[config.mk]
export PLATFORM = sky130hd
export DESIGN_NAME = framed_packet_receiver_checksum_flat
export DESIGN_NICKNAME = d
export VERILOG_FILES = /design/src/rtl/fprc_pkg.sv /design/src/rtl/fprc_stream_if.sv /design/src/rtl/fprc_in_stage.sv /design/src/rtl/fprc_frame_fsm.sv /design/src/rtl/fprc_out_stage.sv /design/src/rtl/framed_packet_receiver_checksum.sv /design/src/flat_wrapper.sv
export SDC_FILE = /design/constraint.sdc
export NUM_CORES = 1
export LEC_CHECK = 0
export BUFFER_PORTS_ARGS = -buffer_cell sky130_fd_sc_hd__clkbuf_2
export CAP_MARGIN = 20
export CORE_MARGIN = 5
export CORE_UTILIZATION = 52
export DETAILED_ROUTE_END_ITERATION = 16
export GPL_TIMING_DRIVEN = 0
export PLACE_DENSITY_LB_ADDON = 0.3
export SLEW_MARGIN = 25
export SYNTH_ARGS = -nofsm -noshare
export SYNTH_HDL_FRONTEND = slang
export SYNTH_SLANG_ARGS = --single-unit
[constraint.sdc]
create_clock -name clock -period 3.4 [get_ports clock]
set_clock_uncertainty 0.1 [all_clocks]
set_input_delay 0.68 -clock clock [delete_from_list [all_inputs] [get_ports clock]]
set_output_delay 0.68 -clock clock [all_outputs]
set_load 0.005 [all_outputs]
[src/rtl/fprc_pkg.sv]
// ----------------------------------------------------------------------------
// Framed packet receiver package
// Types and constants shared by the receiver's interfaces and modules.
// ----------------------------------------------------------------------------
package fprc_pkg;

   localparam logic [7:0] HDR_FIRST    = 8'hFA;
   localparam logic [7:0] HDR_SECOND   = 8'hFB;
   // The length byte counts the payload plus the two checksum bytes.
   localparam logic [7:0] CHECK_BYTES  = 8'd2;

   typedef enum logic [2:0] {
      PH_HUNT1   = 3'd0,
      PH_HUNT2   = 3'd1,
      PH_LEN     = 3'd2,
      PH_PAYLOAD = 3'd3,
      PH_CHK_HI  = 3'd4,
      PH_CHK_LO  = 3'd5
   } phase_type;

   typedef enum logic [1:0] {
      ST_OK         = 2'd0,
      ST_MISMATCH   = 2'd1,
      ST_BAD_HEADER = 2'd2,
      ST_SHORT      = 2'd3
   } frame_status_type;

   typedef enum logic {
      KIND_PAYLOAD = 1'b0,
      KIND_STATUS  = 1'b1
   } result_kind_type;

   typedef struct packed {
      logic [7:0] rx_byte;
   } req_item_type;

   typedef struct packed {
      logic [7:0]       out_byte;
      result_kind_type  result_kind;
      frame_status_type frame_status;
   } rsp_item_type;

   // Contents of the input register as seen by the frame state machine.
   typedef struct packed {
      logic       step;
      logic [7:0] rx_byte;
   } in_stage_type;

endpackage

[src/rtl/fprc_stream_if.sv]
// ----------------------------------------------------------------------------
// Framed packet receiver stream interface
// Valid/ready channel; a transfer happens when valid and ready are both high.
// ----------------------------------------------------------------------------
interface fprc_stream_if #(
   parameter type payload_type = logic [7:0]
);

   logic        valid;
   logic        ready;
   payload_type payload;

   modport source (output valid, output payload, input ready);
   modport sink   (input valid, input payload, output ready);

endinterface

[src/rtl/fprc_in_stage.sv]
// ----------------------------------------------------------------------------
// Framed packet receiver input stage
// Registers one received byte and releases it when the result side has room.
// ----------------------------------------------------------------------------
module fprc_in_stage (
   input  logic                  clock,
   input  logic                  reset,
   input  logic                  req_valid,
   output logic                  req_ready,
   input  fprc_pkg::req_item_type req_item,
   input  logic                  out_free,
   output fprc_pkg::in_stage_type stage
);
   import fprc_pkg::*;

   logic       valid_ff;
   logic       valid_in;
   logic [7:0] byte_ff;

   // The register drains whenever the result register can take a new value.
   assign req_ready = !valid_ff || out_free;
   assign valid_in  = req_ready ? req_valid : valid_ff;

   always_ff @(posedge clock) begin
      if (reset) begin
         valid_ff <= 1'b0;
      end else begin
         valid_ff <= valid_in;
      end
   end

   always_ff @(posedge clock) begin
      if (req_valid && req_ready) begin
         byte_ff <= req_item.rx_byte;
      end
   end

   assign stage.step    = valid_ff && out_free;
   assign stage.rx_byte = byte_ff;

`ifndef SYNTHESIS
   a_held_byte_stable: assert property (@(posedge clock) disable iff (reset)
      valid_ff && !out_free |=> valid_ff && $stable(byte_ff))
      else $error("input stage lost or changed a held byte");
`endif

endmodule

[src/rtl/fprc_frame_fsm.sv]
// ----------------------------------------------------------------------------
// Framed packet receiver frame state machine
// Header hunt, length count, word-sum checksum and per-byte result selection.
// ----------------------------------------------------------------------------
module fprc_frame_fsm (
   input  logic                   clock,
   input  logic                   reset,
   input  fprc_pkg::in_stage_type stage,
   output logic                   emit,
   output fprc_pkg::rsp_item_type result
);
   import fprc_pkg::*;

   phase_type   phase_ff,         phase_in;
   logic [7:0]  bytes_left_ff,    bytes_left_in;
   logic [15:0] sum_acc_ff,       sum_acc_in;
   logic [7:0]  held_high_ff,     held_high_in;
   logic        half_word_ff,     half_word_in;
   logic [7:0]  rx_check_high_ff, rx_check_high_in;

   logic [7:0]  b;
   logic [15:0] calc_sum;
   logic [15:0] got_sum;

   assign b = stage.rx_byte;

   // An odd trailing payload byte is folded into the low half of the sum.
   assign calc_sum = sum_acc_ff ^ (half_word_ff ? {8'h00, held_high_ff} : 16'h0000);
   assign got_sum  = {rx_check_high_ff, b};

   always_ff @(posedge clock) begin
      if (reset) begin
         phase_ff         <= PH_HUNT1;
         bytes_left_ff    <= 8'd0;
         sum_acc_ff       <= 16'd0;
         held_high_ff     <= 8'd0;
         half_word_ff     <= 1'b0;
         rx_check_high_ff <= 8'd0;
      end else begin
         phase_ff         <= phase_in;
         bytes_left_ff    <= bytes_left_in;
         sum_acc_ff       <= sum_acc_in;
         held_high_ff     <= held_high_in;
         half_word_ff     <= half_word_in;
         rx_check_high_ff <= rx_check_high_in;
      end
   end

   always_comb begin
      phase_in            = phase_ff;
      bytes_left_in       = bytes_left_ff;
      sum_acc_in          = sum_acc_ff;
      held_high_in        = held_high_ff;
      half_word_in        = half_word_ff;
      rx_check_high_in    = rx_check_high_ff;
      emit                = 1'b0;
      result.out_byte     = 8'h00;
      result.result_kind  = KIND_PAYLOAD;
      result.frame_status = ST_OK;
      if (stage.step) begin
         case (phase_ff)
            PH_HUNT2: begin
               if (b == HDR_SECOND) begin
                  phase_in = PH_LEN;
               end else begin
                  // A repeated first header byte starts a new header attempt.
                  phase_in            = (b == HDR_FIRST) ? PH_HUNT2 : PH_HUNT1;
                  emit                = 1'b1;
                  result.result_kind  = KIND_STATUS;
                  result.frame_status = ST_BAD_HEADER;
               end
            end
            PH_LEN: begin
               sum_acc_in   = 16'd0;
               held_high_in = 8'd0;
               half_word_in = 1'b0;
               if (b < CHECK_BYTES) begin
                  bytes_left_in       = 8'd0;
                  phase_in            = PH_HUNT1;
                  emit                = 1'b1;
                  result.result_kind  = KIND_STATUS;
                  result.frame_status = ST_SHORT;
               end else begin
                  bytes_left_in = b;
                  phase_in      = (b == CHECK_BYTES) ? PH_CHK_HI : PH_PAYLOAD;
               end
            end
            PH_PAYLOAD: begin
               if (half_word_ff) begin
                  sum_acc_in   = sum_acc_ff + {held_high_ff, b};
                  half_word_in = 1'b0;
               end else begin
                  held_high_in = b;
                  half_word_in = 1'b1;
               end
               bytes_left_in = bytes_left_ff - 8'd1;
               if (bytes_left_in <= CHECK_BYTES) begin
                  phase_in = PH_CHK_HI;
               end
               emit            = 1'b1;
               result.out_byte = b;
            end
            PH_CHK_HI: begin
               rx_check_high_in = b;
               bytes_left_in    = 8'd1;
               phase_in         = PH_CHK_LO;
            end
            PH_CHK_LO: begin
               phase_in            = PH_HUNT1;
               bytes_left_in       = 8'd0;
               sum_acc_in          = 16'd0;
               held_high_in        = 8'd0;
               half_word_in        = 1'b0;
               emit                = 1'b1;
               result.result_kind  = KIND_STATUS;
               result.frame_status = (calc_sum == got_sum) ? ST_OK : ST_MISMATCH;
            end
            default: begin
               phase_in = (b == HDR_FIRST) ? PH_HUNT2 : PH_HUNT1;
            end
         endcase
      end
   end

`ifndef SYNTHESIS
   a_payload_status_zero: assert property (@(posedge clock) disable iff (reset)
      emit && result.result_kind == KIND_PAYLOAD |-> result.frame_status == ST_OK)
      else $error("payload result carries a nonzero status");

   a_status_byte_zero: assert property (@(posedge clock) disable iff (reset)
      emit && result.result_kind == KIND_STATUS |-> result.out_byte == 8'h00)
      else $error("status result carries a nonzero byte");

   a_frame_end_hunts: assert property (@(posedge clock) disable iff (reset)
      stage.step && phase_ff == PH_CHK_LO |=> phase_ff == PH_HUNT1 && !half_word_ff)
      else $error("frame end did not return to header hunt");

   a_hunt_no_half_word: assert property (@(posedge clock) disable iff (reset)
      phase_ff == PH_HUNT1 || phase_ff == PH_HUNT2 |-> !half_word_ff)
      else $error("pending half word while hunting for a header");
`endif

endmodule

[src/rtl/fprc_out_stage.sv]
// ----------------------------------------------------------------------------
// Framed packet receiver result register
// Holds one result until the downstream side completes its transfer.
// ----------------------------------------------------------------------------
module fprc_out_stage (
   input  logic                   clock,
   input  logic                   reset,
   input  logic                   emit,
   input  fprc_pkg::rsp_item_type result,
   output logic                   out_free,
   output logic                   rsp_valid,
   input  logic                   rsp_ready,
   output fprc_pkg::rsp_item_type rsp_item
);
   import fprc_pkg::*;

   logic         valid_ff;
   logic         valid_in;
   rsp_item_type item_ff;

   // The register can load when it is empty or its value leaves this cycle.
   assign out_free = !valid_ff || rsp_ready;
   assign valid_in = out_free ? emit : valid_ff;

   always_ff @(posedge clock) begin
      if (reset) begin
         valid_ff <= 1'b0;
      end else begin
         valid_ff <= valid_in;
      end
   end

   always_ff @(posedge clock) begin
      if (out_free && emit) begin
         item_ff <= result;
      end
   end

   assign rsp_valid = valid_ff;
   assign rsp_item  = item_ff;

endmodule

[src/rtl/framed_packet_receiver_checksum.sv]
// ----------------------------------------------------------------------------
// Framed packet receiver with word-sum checksum
// Top level: input register, frame state machine, result register.
// ----------------------------------------------------------------------------
// The receiver takes one serial byte per transfer and sustains one byte per
// clock cycle; each byte passes through the input register, and any result
// that it yields is held in the result register until its transfer. It
// hunts for the header 0xFA 0xFB, reads a length byte that counts payload
// plus two checksum bytes, forwards each payload byte, and closes every
// frame with one status result (ok, checksum mismatch, bad header or length
// below two). The checksum is the sum of the payload as big-endian 16-bit
// words modulo 2^16, with an odd final byte XORed into the low half. Bytes
// other than 0xFA while hunting for the first header byte are dropped
// without a result. Backpressure on the result side holds the input side
// after at most one more byte.
module framed_packet_receiver_checksum (
   input logic           clock,
   input logic           reset,
   fprc_stream_if.sink   req_chan,
   fprc_stream_if.source rsp_chan
);
   import fprc_pkg::*;

   in_stage_type stage;
   logic         out_free;
   logic         emit;
   rsp_item_type result;
   req_item_type req_item;
   rsp_item_type rsp_item;

   assign req_item = req_chan.payload;

   fprc_in_stage u_in_stage (
      .clock     (clock),
      .reset     (reset),
      .req_valid (req_chan.valid),
      .req_ready (req_chan.ready),
      .req_item  (req_item),
      .out_free  (out_free),
      .stage     (stage)
   );

   fprc_frame_fsm u_frame_fsm (
      .clock  (clock),
      .reset  (reset),
      .stage  (stage),
      .emit   (emit),
      .result (result)
   );

   fprc_out_stage u_out_stage (
      .clock     (clock),
      .reset     (reset),
      .emit      (emit),
      .result    (result),
      .out_free  (out_free),
      .rsp_valid (rsp_chan.valid),
      .rsp_ready (rsp_chan.ready),
      .rsp_item  (rsp_item)
   );

   assign rsp_chan.payload = rsp_item;

endmodule

[src/flat_wrapper.sv]
// flat-port wrapper written by rule: the top's interface ports become plain ports
module framed_packet_receiver_checksum_flat import fprc_pkg::*;
  (clock, reset, req_chan_valid, req_chan_payload, req_chan_ready, rsp_chan_valid, rsp_chan_payload, rsp_chan_ready);
  fprc_stream_if #(.payload_type(req_item_type)) req_chan_i ();
  fprc_stream_if #(.payload_type(rsp_item_type)) rsp_chan_i ();
  input logic clock;
  input logic reset;
  input wire logic [$bits(req_chan_i.valid)-1:0] req_chan_valid;
  input wire logic [$bits(req_chan_i.payload)-1:0] req_chan_payload;
  output wire logic [$bits(req_chan_i.ready)-1:0] req_chan_ready;
  output wire logic [$bits(rsp_chan_i.valid)-1:0] rsp_chan_valid;
  output wire logic [$bits(rsp_chan_i.payload)-1:0] rsp_chan_payload;
  input wire logic [$bits(rsp_chan_i.ready)-1:0] rsp_chan_ready;
  assign req_chan_i.valid = req_chan_valid;
  assign req_chan_i.payload = req_chan_payload;
  assign req_chan_ready = req_chan_i.ready;
  assign rsp_chan_valid = rsp_chan_i.valid;
  assign rsp_chan_payload = rsp_chan_i.payload;
  assign rsp_chan_i.ready = rsp_chan_ready;
  framed_packet_receiver_checksum u_core (.clock(clock), .reset(reset), .req_chan(req_chan_i), .rsp_chan(rsp_chan_i));
endmodule
==> impl_summary.log <==
[metrics] Cell Area, Placed: approximately 0.0041 sq mm
[metrics] routed wire length on met2: 4410 microns
[metrics] met3 routed wirelength: 634 microns
[metrics] number of enable flip-flop cells after synthesis: 19
[metrics] fraction of synthesized cell area taken by the top area cell type: 24.0%
[metrics] grt total ovfl: 0
[metrics] number of stages on the worst setup path: 6
[metrics] area added between synthesis and finish: 11.4%
[metrics] hold buffer count at CTS: 0
[metrics] largest net degree at the start of global routing: 11
[metrics] worst IR drop on VDD: 0.283 mV
[metrics] power after layout: 0.00163 W
[metrics] first-pass GRT wire length: 15800 microns
[metrics] arrival time reported for the critical path endpoint: 2840 ps
[metrics] Final min period: a little under 3000 ps
[metrics] Final Cycle Share: 84.9%
[metrics] Port-buffer cells: 23
[metrics] ratio of cells with drive above 1 in the final layout: 10.1%
[metrics] cell with the biggest individual delay on the critical path: edfxtp_1
[metrics] drt first-iter violations: 342
[metrics] cts bufs inserted: 9
[metrics] cells traversed along the worst timing path: nor4_1 > a31oi_1 > o21ai_0 > o21ai_0 > a211oi_2 > buf_4
[metrics] HPWL after detailed placement: about 7000 microns
[metrics] final weighted congestion of routability-driven global placement: 0.908
[metrics] iteration count of the initial detailed-routing pass: 5
[metrics] largest stage delay on the critical path: roughly 600 ps
[metrics] Post-Syn Area: 0.00384 sq mm
[metrics] destination of the critical timing path: u_core.u_out_stage.rsp_item[8]$_SDFFCE_PN0P_
[metrics] clk buf depth: 2
[metrics] overall routing resource usage: 22.4%
[metrics] horizontal extent of the die: 95.9 microns
[metrics] leakage dissipation: 1.75 nW
[metrics] Critical Path Fanout Max: 9
[metrics] via total after detailed routing: around 3500
[metrics] slack of the worst reg-to-reg path: 510 ps
[metrics] initial antenna violation count: 0
[metrics] depth of the worst register-to-register path: 6
[metrics] cell count after synthesis: 444
[metrics] standard-cell rows: 31
[metrics] Synth area leader: dfxtp_1
[metrics] hold_ws: approximately 370 ps
[metrics] number of distinct library cell variants in the gate-level netlist after synthesis: 59
[metrics] ANT nets after route: 0
[metrics] crit path from: u_core.u_in_stage.byte_ff[5]$_DFFE_PP_
[metrics] warning count from the yosys run: 0
[metrics] most frequent cell on the critical path: o21ai_0
[metrics] highest clock rate: between 0.3 and 0.4 GHz
[metrics] H-tree Lvls: 3
[metrics] floorplan die area: between 0.009 and 0.01 sq mm
[metrics] Critical R2R Launch: u_core.u_in_stage.byte_ff[5]$_DFFE_PP_
[metrics] max-cap check violation count: 0
[metrics] run status: finished, final reports clean
[metrics] Antenna Diode Count: 0
[metrics] Crit Path Class: reg2reg
[metrics] average via count per standard cell: 6.07
[metrics] buffer count from post-CTS setup fixing: 0
[metrics] endpoints failing hold: 0
[metrics] origin of the worst min-delay path: u_core.u_frame_fsm.rx_check_high_ff[2]$_SDFFE_PP0P_
[metrics] Boundary Pins: 25
[metrics] Setup crit end kind: register
[metrics] met1 layer wirelength in the final routing: 4350 microns
[metrics] later-pin clock latency in the skew report: 350 ps
[metrics] number of flip-flops and latches in the synthesized netlist: 65
[metrics] transition at the pin with the smallest max-transition slack: approximately 690 ps
[metrics] Final Net Count: 510
[metrics] element type at the critical path start: register
[metrics] unrepaired setup endpoints after global routing: false
[metrics] CTS tree: built
[metrics] starting density of the core: roughly 53%
[metrics] fin. max-slew vios: 0
[metrics] clock-pin slew on the worst setup and hold paths: 70 ps
[metrics] PwrDens: 382 mW/mm^2
[metrics] Reg-to-Reg End: u_core.u_out_stage.rsp_item[8]$_SDFFCE_PN0P_
[metrics] Sinks on Clock Net: 65
[metrics] FF+latch area: 0.00149 sq mm
[metrics] Setup TNS Final: 0 ps
[metrics] DRC violations left: 0
[metrics] max_slew headroom: between 50% and 60%
[metrics] share of synthesized area occupied by flip-flops and latches: 38.8%
[metrics] Req. time, crit path: 3360 ps
[metrics] vias in the first global route: 3298
[metrics] worst hold path class: reg2reg
[metrics] die height: 95.9 microns
[metrics] area occupied by multi-input gates: roughly 0.0022 sq mm
[metrics] WL/cell: 16.5 microns
[metrics] Post-Synthesis Mean Instance Area: 8.65 sq um
[metrics] core box area: 0.00721 sq mm
[metrics] most area-consuming cells after synthesis: dfxtp_1 (24%), edfxtp_1 (15%), ha_1 (5.9%)
[metrics] final routed wirelength across all metal layers: between 9000 and 10000 microns
[metrics] Primary FF master, synth: dfxtp_1
[metrics] CTS-repair resized insts: 0
[metrics] net count after synthesis: roughly 480
[metrics] final non-filler cell area: between 0.004 and 0.005 sq mm
[metrics] # fillers: 642
[metrics] final setup vio count: 0
[metrics] buffer and inverter count on the worst path: 1
[metrics] max layer used: met4
[metrics] cell family with most CP delay: compound AO/OA/AOI/OAI gates
[metrics] Clock Root Buffer: clkbuf_8
[metrics] share of async-settable or async-resettable flops after synthesis: 0%
cell usage after synthesis, types with 3 or more instances:
master and n:
nor2_1 39, nor3_1 8, ha_1 18, a311oi_1 3, nor4_1 8, o211ai_1 4
a22o_1 5, a31oi_1 6, nand2_1 46, buf_2 5, edfxtp_1 19, and3_1 5
clkbuf_1 12, xor2_1 20, nand4_1 3, and2_1 11, inv_1 11, a211oi_1 7
dfxtp_1 46, o21ai_0 20, nand3_1 19, a21o_1 7, a22oi_1 12, a32oi_1 3
o21a_1 3, a21oi_1 44, nand2b_1 4, nor2b_1 4, xnor2_1 12
state kept, by name, summed over array words and instances (netlist names), 3 cells and up:
name,cells
u_core.u_frame_fsm.bytes_left_ff,8
u_core.u_frame_fsm.held_high_ff,8
u_core.u_frame_fsm.phase_ff,3
u_core.u_frame_fsm.rx_check_high_ff,8
u_core.u_frame_fsm.sum_acc_ff,16
u_core.u_in_stage.byte_ff,8
u_core.u_out_stage.rsp_item,11
placed cells by master (no fill, tap or decap), types with 5 or more instances in the layout:
master,instances
xor2_1,20
clkbuf_1,17
clkbuf_8,10
nand2_1,46
a211oi_1,6
nor4_1,8
nand3_1,19
nor3_1,8
and3_1,5
a21o_1,7
xnor2_1,12
o21ai_0,20
ha_1,18
a31oi_1,6
a22o_1,5
a22oi_1,12
edfxtp_1,19
and2_1,11
dfxtp_1,46
buf_2,5
a21oi_1,44
nor2_1,39
inv_1,11
clkbuf_2,23
power by group:
group          internal [W]  switching, W
Sequential         0.000811     0.0000317
Clock              0.000361      0.000285
Combinational     0.0000558     0.0000894
metal layers:
layer,GRT usage (%),vias up
met4,8.77,0
met3,5.08,25
met1,29.1,1652
li1,-,1705
met2,36.1,158
met5,0,-
worst min path at each step:
stage	end	slack (ps)	cells after the start
4_1_cts	u_core.u_frame_fsm.rx_check_high_ff[2]$_SDFFE_PP0P_	370	2
5_1_grt	u_core.u_in_stage.byte_ff[7]$_DFFE_PP_	390	1
6_report	u_core.u_frame_fsm.rx_check_high_ff[2]$_SDFFE_PP0P_	370	2
3_5_place_dp	u_core.u_frame_fsm.rx_check_high_ff[2]$_SDFFE_PP0P_	360	2
3_3_place_gp	u_core.u_frame_fsm.rx_check_high_ff[4]$_SDFFE_PP0P_	360	2
2_1_floorplan	u_core.u_frame_fsm.rx_check_high_ff[0]$_SDFFE_PP0P_	350	2
through the flow:
step	setup WS [ps]	std cells	util (%)
global route	392	583	59.3
floorplan	451	444	-
CTS	539	583	59.3
finish	513	583	59.3
global placement	-116	566	56.6
detailed placement	558	567	56.7
worst min-delay path, cell delays in order (launching register included):
cell and delay (ps):
dfxtp_1 320, nand2_1 50, a21oi_1 50
kinds of logic (layout without fill, tap and decap cells):
kind of cell	count (synthesis)	count (layout)	share of synthesized area [%]
DFF	65	65	38.8
AOI/OAI and AO/OA	136	136	23.3
adders and majority gates	19	19	6.38
buffers and inverters	29	69	3.00
xor gates and xnor gates	32	32	7.30
and+or+nand+nor	162	162	20.8
muxes	1	1	0.391
cell type report:
cell class	instances	share of cell area, %
multi-input cells	350	52.3
flip-flops and latches	65	34.9
clock buffers	15	3.65
well taps	99	2.89
repair buffers	24	2.87
plain buffers	18	1.73
inverters	11	0.965
clock inverters	1	0.702
No activity file was read; power rests on OpenSTA's default activity.
